$ cat src/rtl/bpc_pkg.sv
// ----------------------------------------------------------------------------
// bpc_pkg
// Types, constants and helpers shared by the compensation pipeline.
// ----------------------------------------------------------------------------
`default_nettype none
package bpc_pkg;

   localparam int DivW    = 32;
   localparam int DivTagW = 53;

   localparam logic [2:0] CsrCalA = 3'd0;
   localparam logic [2:0] CsrCalB = 3'd1;
   localparam logic [2:0] CsrCalC = 3'd2;
   localparam logic [2:0] CsrCalD = 3'd3;
   localparam logic [2:0] CsrOss  = 3'd4;

   localparam logic [31:0] TempOffset = 32'd4000;
   localparam logic [31:0] PScale     = 32'd50000;
   localparam logic [31:0] PolyC1     = 32'd3038;
   localparam logic [31:0] PolyC2     = 32'hFFFF_E343;   // -7357
   localparam logic [31:0] PolyC3     = 32'd3791;
   localparam logic [31:0] Recip10    = 32'hCCCC_CCCD;   // ceil(2^35 / 10)
   localparam logic [31:0] HalfScale  = 32'd32768;

   typedef struct packed {
      logic [15:0] ac1;
      logic [15:0] ac2;
      logic [15:0] ac3;
      logic [15:0] ac4;
      logic [15:0] ac5;
      logic [15:0] ac6;
      logic [15:0] b1;
      logic [15:0] b2;
      logic [15:0] mc;
      logic [15:0] md;
      logic [1:0]  oss;
   } cal_type;

   typedef logic [DivTagW-1:0] div_tag_type;

   function automatic logic [31:0] asr32(input logic [31:0] v, input logic [4:0] n);
      return $unsigned($signed(v) >>> n);
   endfunction

   function automatic logic [31:0] sx16(input logic [15:0] v);
      return {{16{v[15]}}, v};
   endfunction

endpackage
`default_nettype wire

$ cat src/rtl/bpc_poly.sv
// ----------------------------------------------------------------------------
// bpc_poly
// Second-order pressure correction and the result register.
// ----------------------------------------------------------------------------
`default_nettype none
module bpc_poly (
   input  logic                 clock,
   input  logic                 reset,
   input  logic                 advance,
   input  logic                 in_valid,
   input  logic [31:0]          in_quo,
   input  bpc_pkg::div_tag_type in_tag,
   output logic                 out_valid,
   output logic [31:0]          out_pressure,
   output logic [15:0]          out_deg,
   output logic                 out_err
);
   import bpc_pkg::*;

   logic [3:0]  vld_ff;
   logic [31:0] p1_ff, p2_ff, p3_ff, sqp_ff, m2_ff, x1m_ff, x2_ff;
   logic [31:0] ps8, pres_in;
   logic [15:0] deg1_ff, deg2_ff, deg3_ff, deg_ff;
   logic        err1_ff, err2_ff, err3_ff, err_ff;
   logic [31:0] pres_ff;

   assign ps8     = asr32(p1_ff, 5'd8);
   assign pres_in = p3_ff + asr32(asr32(x1m_ff, 5'd16) + x2_ff + PolyC3, 5'd4);

   always_ff @(posedge clock) begin
      if (reset) begin
         vld_ff <= '0;
      end else if (advance) begin
         vld_ff <= {vld_ff[2:0], in_valid};
      end
   end

   always_ff @(posedge clock) begin
      if (advance) begin
         p1_ff   <= in_tag[17] ? {in_quo[30:0], 1'b0} : in_quo;
         deg1_ff <= in_tag[16:1];
         err1_ff <= in_tag[0];

         sqp_ff  <= ps8 * ps8;
         m2_ff   <= p1_ff * PolyC2;
         p2_ff   <= p1_ff;
         deg2_ff <= deg1_ff;
         err2_ff <= err1_ff;

         x1m_ff  <= sqp_ff * PolyC1;
         x2_ff   <= asr32(m2_ff, 5'd16);
         p3_ff   <= p2_ff;
         deg3_ff <= deg2_ff;
         err3_ff <= err2_ff;

         pres_ff <= err3_ff ? 32'd0 : pres_in;
         deg_ff  <= err3_ff ? 16'd0 : deg3_ff;
         err_ff  <= err3_ff;
      end
   end

   assign out_valid    = vld_ff[3];
   assign out_pressure = pres_ff;
   assign out_deg      = deg_ff;
   assign out_err      = err_ff;

endmodule
`default_nettype wire

$ cat config.mk
export PLATFORM = sky130hd
export DESIGN_NAME = bpc_poly
export DESIGN_NICKNAME = d
export VERILOG_FILES = /design/src/rtl/bpc_pkg.sv /design/src/rtl/bpc_poly.sv
export SDC_FILE = /design/constraint.sdc
export NUM_CORES = 2
export LEC_CHECK = 0
export ABC_AREA = 1
export BUFFER_PORTS_ARGS = -buffer_cell sky130_fd_sc_hd__buf_2
export CAP_MARGIN = 20
export CORE_MARGIN = 8
export CORE_UTILIZATION = 55
export CTS_CLUSTER_DIAMETER = 120
export DETAILED_ROUTE_END_ITERATION = 8
export GPL_TIMING_DRIVEN = 1
export HOLD_SLACK_MARGIN = 0.1
export PLACE_DENSITY = 0.72
export SLEW_MARGIN = 20
export SYNTH_ARGS = -nofsm -noshare
export SYNTH_HDL_FRONTEND = slang
export SYNTH_SLANG_ARGS = --single-unit
$ cat constraint.sdc
create_clock -name clock -period 20.3 [get_ports clock]
set_input_delay 2.03 -clock clock [delete_from_list [all_inputs] [get_ports clock]]
set_output_delay 2.03 -clock clock [all_outputs]
set_load 0.005 [all_outputs]
==> out/metrics.cfg <==
[critical_path]
cp-start-kind=register
critical_path_arrival_ns=7.47
path_class=register to register
crit_path_end_kind=register
cp_max_fo=15
required_ns=20.63

[route]
wl_mm=77.01
vias_per_cell=5.122
drt_iter0_markers=1531
drc=0
wl_per_cell_microns=16.45
drt_pass1_iterations=7
num_vias=23990
ant_nets=0

[timing]
tightest_slew_ns=1.087
rsz0062_at_grt=no
slew_violations=0
clock.fmax_ghz=0.1400
finalHoldViolations=0
setup_viol=0
tns_ns=0
slew-limit-headroom_pct=27.53
fin_crit_sh_pct=35.19
period_minus_slack_ns=7.144
finalClockSkew_ns=0.02016

[logic_synthesis]
synth_seq_cells=277
yosysSeqAreaShare_pct=23.40
synth_enable_flop_cells=273
synthFlopType=edfxtp_1
syn_area_per_cell_sq_um=9.562
synth_warnings=0
yosys.cell_types.count=49
ys_async_sr_fraction_pct=0
syn_inst=3699
synth_area_sq_mm=0.03537

[cts]
clk_path_buf_depth=3
cts_tree=done
cts_sinks=277
cts_setup_buffers=0
clk_pin_slew_ns=0.06
htree_levels=1
post_cts_resize_count=0
cts_buffers=31
hold_buffers=0
clock_latency_ns=0.60
root_buffer=clkbuf_16

[layout]
drive_gt1_share_pct=5.016
antennaDiodeCount=0
syn2layout_area_growth_pct=7.227
multi_input_area_sq_mm=0.02278
postLayoutCellArea_sq_mm=0.03793
fill_cells=5421
nNetsFinal=4866
seq_area_sq_mm=0.008278

[outcome]
outcome=finished, final reports clean

[floorplanning]
ioPinCount=139
die_y_microns=269.6
die_w_microns=269.6
fp.dieArea_sq_mm=0.07268
core_sq_mm=0.06400
initial_core_util_pct=55.27
placementRows=93

[place]
io_buffers=103
placed_area_sq_mm=0.03692
hpwl_mm=62.26
place_congestion=0.9134

[hold_path]
hp-class=register to register

[global_route]
antenna_found_initial=2
grt_usage_pct=21.84
grt_pass1_vias=25570
grt_max_degree=123
grt_pass1_wl_mm=128.8
overflow=0

[job]
maxCapViolCount=0

cells by family (layout without fill, tap and decap cells):
group	count (synthesis)	count (layout)	share of synthesized area, %
xor gates and xnor gates	117	117	2.897
AOI/OAI and AO/OA	360	360	5.688
DFF	277	277	23.40
muxes	1	1	0.03183
buffers and inverters	1147	1274	12.22
adders and majority gates	971	971	46.23
other	1	3	0.01060
and+or+nand+nor	825	825	9.519
layout by cell type (no fill, tap or decap), types with 8 or more instances in the layout:
| master | n |
|---|---|
| a21o_1 | 14 |
| a21oi_1 | 185 |
| buf_2 | 102 |
| buf_4 | 21 |
| clkbuf_16 | 31 |
| edfxtp_1 | 273 |
| fa_1 | 560 |
| ha_1 | 411 |
| inv_1 | 1094 |
| nand2_1 | 539 |
| nand3_1 | 69 |
| nand3b_1 | 8 |
| nand4_1 | 27 |
| nor2_1 | 144 |
| nor3_1 | 14 |
| o21a_1 | 15 |
| o21ai_0 | 92 |
| o21bai_1 | 18 |
| xnor2_1 | 48 |
| xor2_1 | 69 |
layer usage:
layer	vias up	global-route usage [%]	wire, microns
met1	11630	28.08	32080
met2	703	37.44	36770
met5	-	0	0
li1	11480	-	-
met3	169	2.921	4633
met4	0	8.399	3533
synth_stat cells, types with 4 or more instances:
cell	n	area, sq um
xnor2_1	48	420.4
a31oi_1	4	25.02
buf_2	4	20.02
nand3_1	69	345.3
a21oi_1	185	925.9
o21ai_0	92	460.4
nor3_1	14	70.07
nor4_1	5	31.28
nor2_1	144	540.5
o21ai_1	6	30.03
nand2_2	5	31.28
ha_1	411	5142
inv_1	1094	4106
or2_2	6	37.54
fa_1	560	11210
o21bai_1	18	135.1
o31ai_1	4	30.03
o21a_1	15	112.6
clkbuf_1	40	150.1
o21ai_2	5	43.79
nand4_1	27	168.9
nand3b_1	8	60.06
dfxtp_1	4	80.08
o221ai_1	4	35.03
edfxtp_1	273	8198
buf_1	6	22.52
nand2_1	539	2023
xor2_1	69	604.3
a21o_1	14	105.1
critical path, stage by stage (launching register included):
cell and delay, ns:
edfxtp_1 0.74, nand2_1 0.25, inv_1 0.11, fa_1 0.79, inv_1 0.12, fa_1 0.60, fa_1 0.45, fa_1 0.50
fa_1 0.61, fa_1 0.44, fa_1 0.57, inv_1 0.06, ha_1 0.34, inv_1 0.07, nor3_1 0.29, nand2_1 0.13
or2_2 0.31, nand3_1 0.20, inv_1 0.06, nand3_1 0.08, nand2_1 0.12
sequential cells by signal (all words and copies together), names as in the netlist, 29 cells and up:
name / cells
out_pressure: 32
p1_ff: 32
p2_ff: 32
p3_ff: 32
sqp_ff: 29
cell type report:
class	count	share of cell area, %
clock inverters	20	0.5707
clock buffers	35	2.085
flip-flops and latches	277	21.83
repair buffers	124	1.801
inverters	1095	10.84
multi-input cells	2277	60.06
well taps	855	2.821
worst paths after layout:
path / from / endpoint / slack (ns) / cells after the start
max: p1_ff[31] / sqp_ff[30] / 13.16 / 20
min: m2_ff[17] / x2_ff[1] / 0.42 / 0
max reg2reg: p1_ff[31] / sqp_ff[30] / 13.16 / 20
min reg2reg: m2_ff[17] / x2_ff[1] / 0.42 / 0
through the flow:
stage | instances | worst slack, ns | hold WS (ns) | util [%]
final | 4683 | 13.16 | 0.4155 | 59.26
after global routing | 4683 | 12.85 | 0.4242 | 59.26
after CTS | 4683 | 13.15 | 0.4095 | 59.26
after detailed placement | 4628 | 13.14 | 0.4045 | 57.69
after global placement | 4628 | 13.17 | 0.4012 | 57.69
after floorplan | 3701 | 13.91 | 0.4003 | -
Power is not shown: default switching activity piles up to over one toggle a cycle in this logic, so the estimate is an artifact.
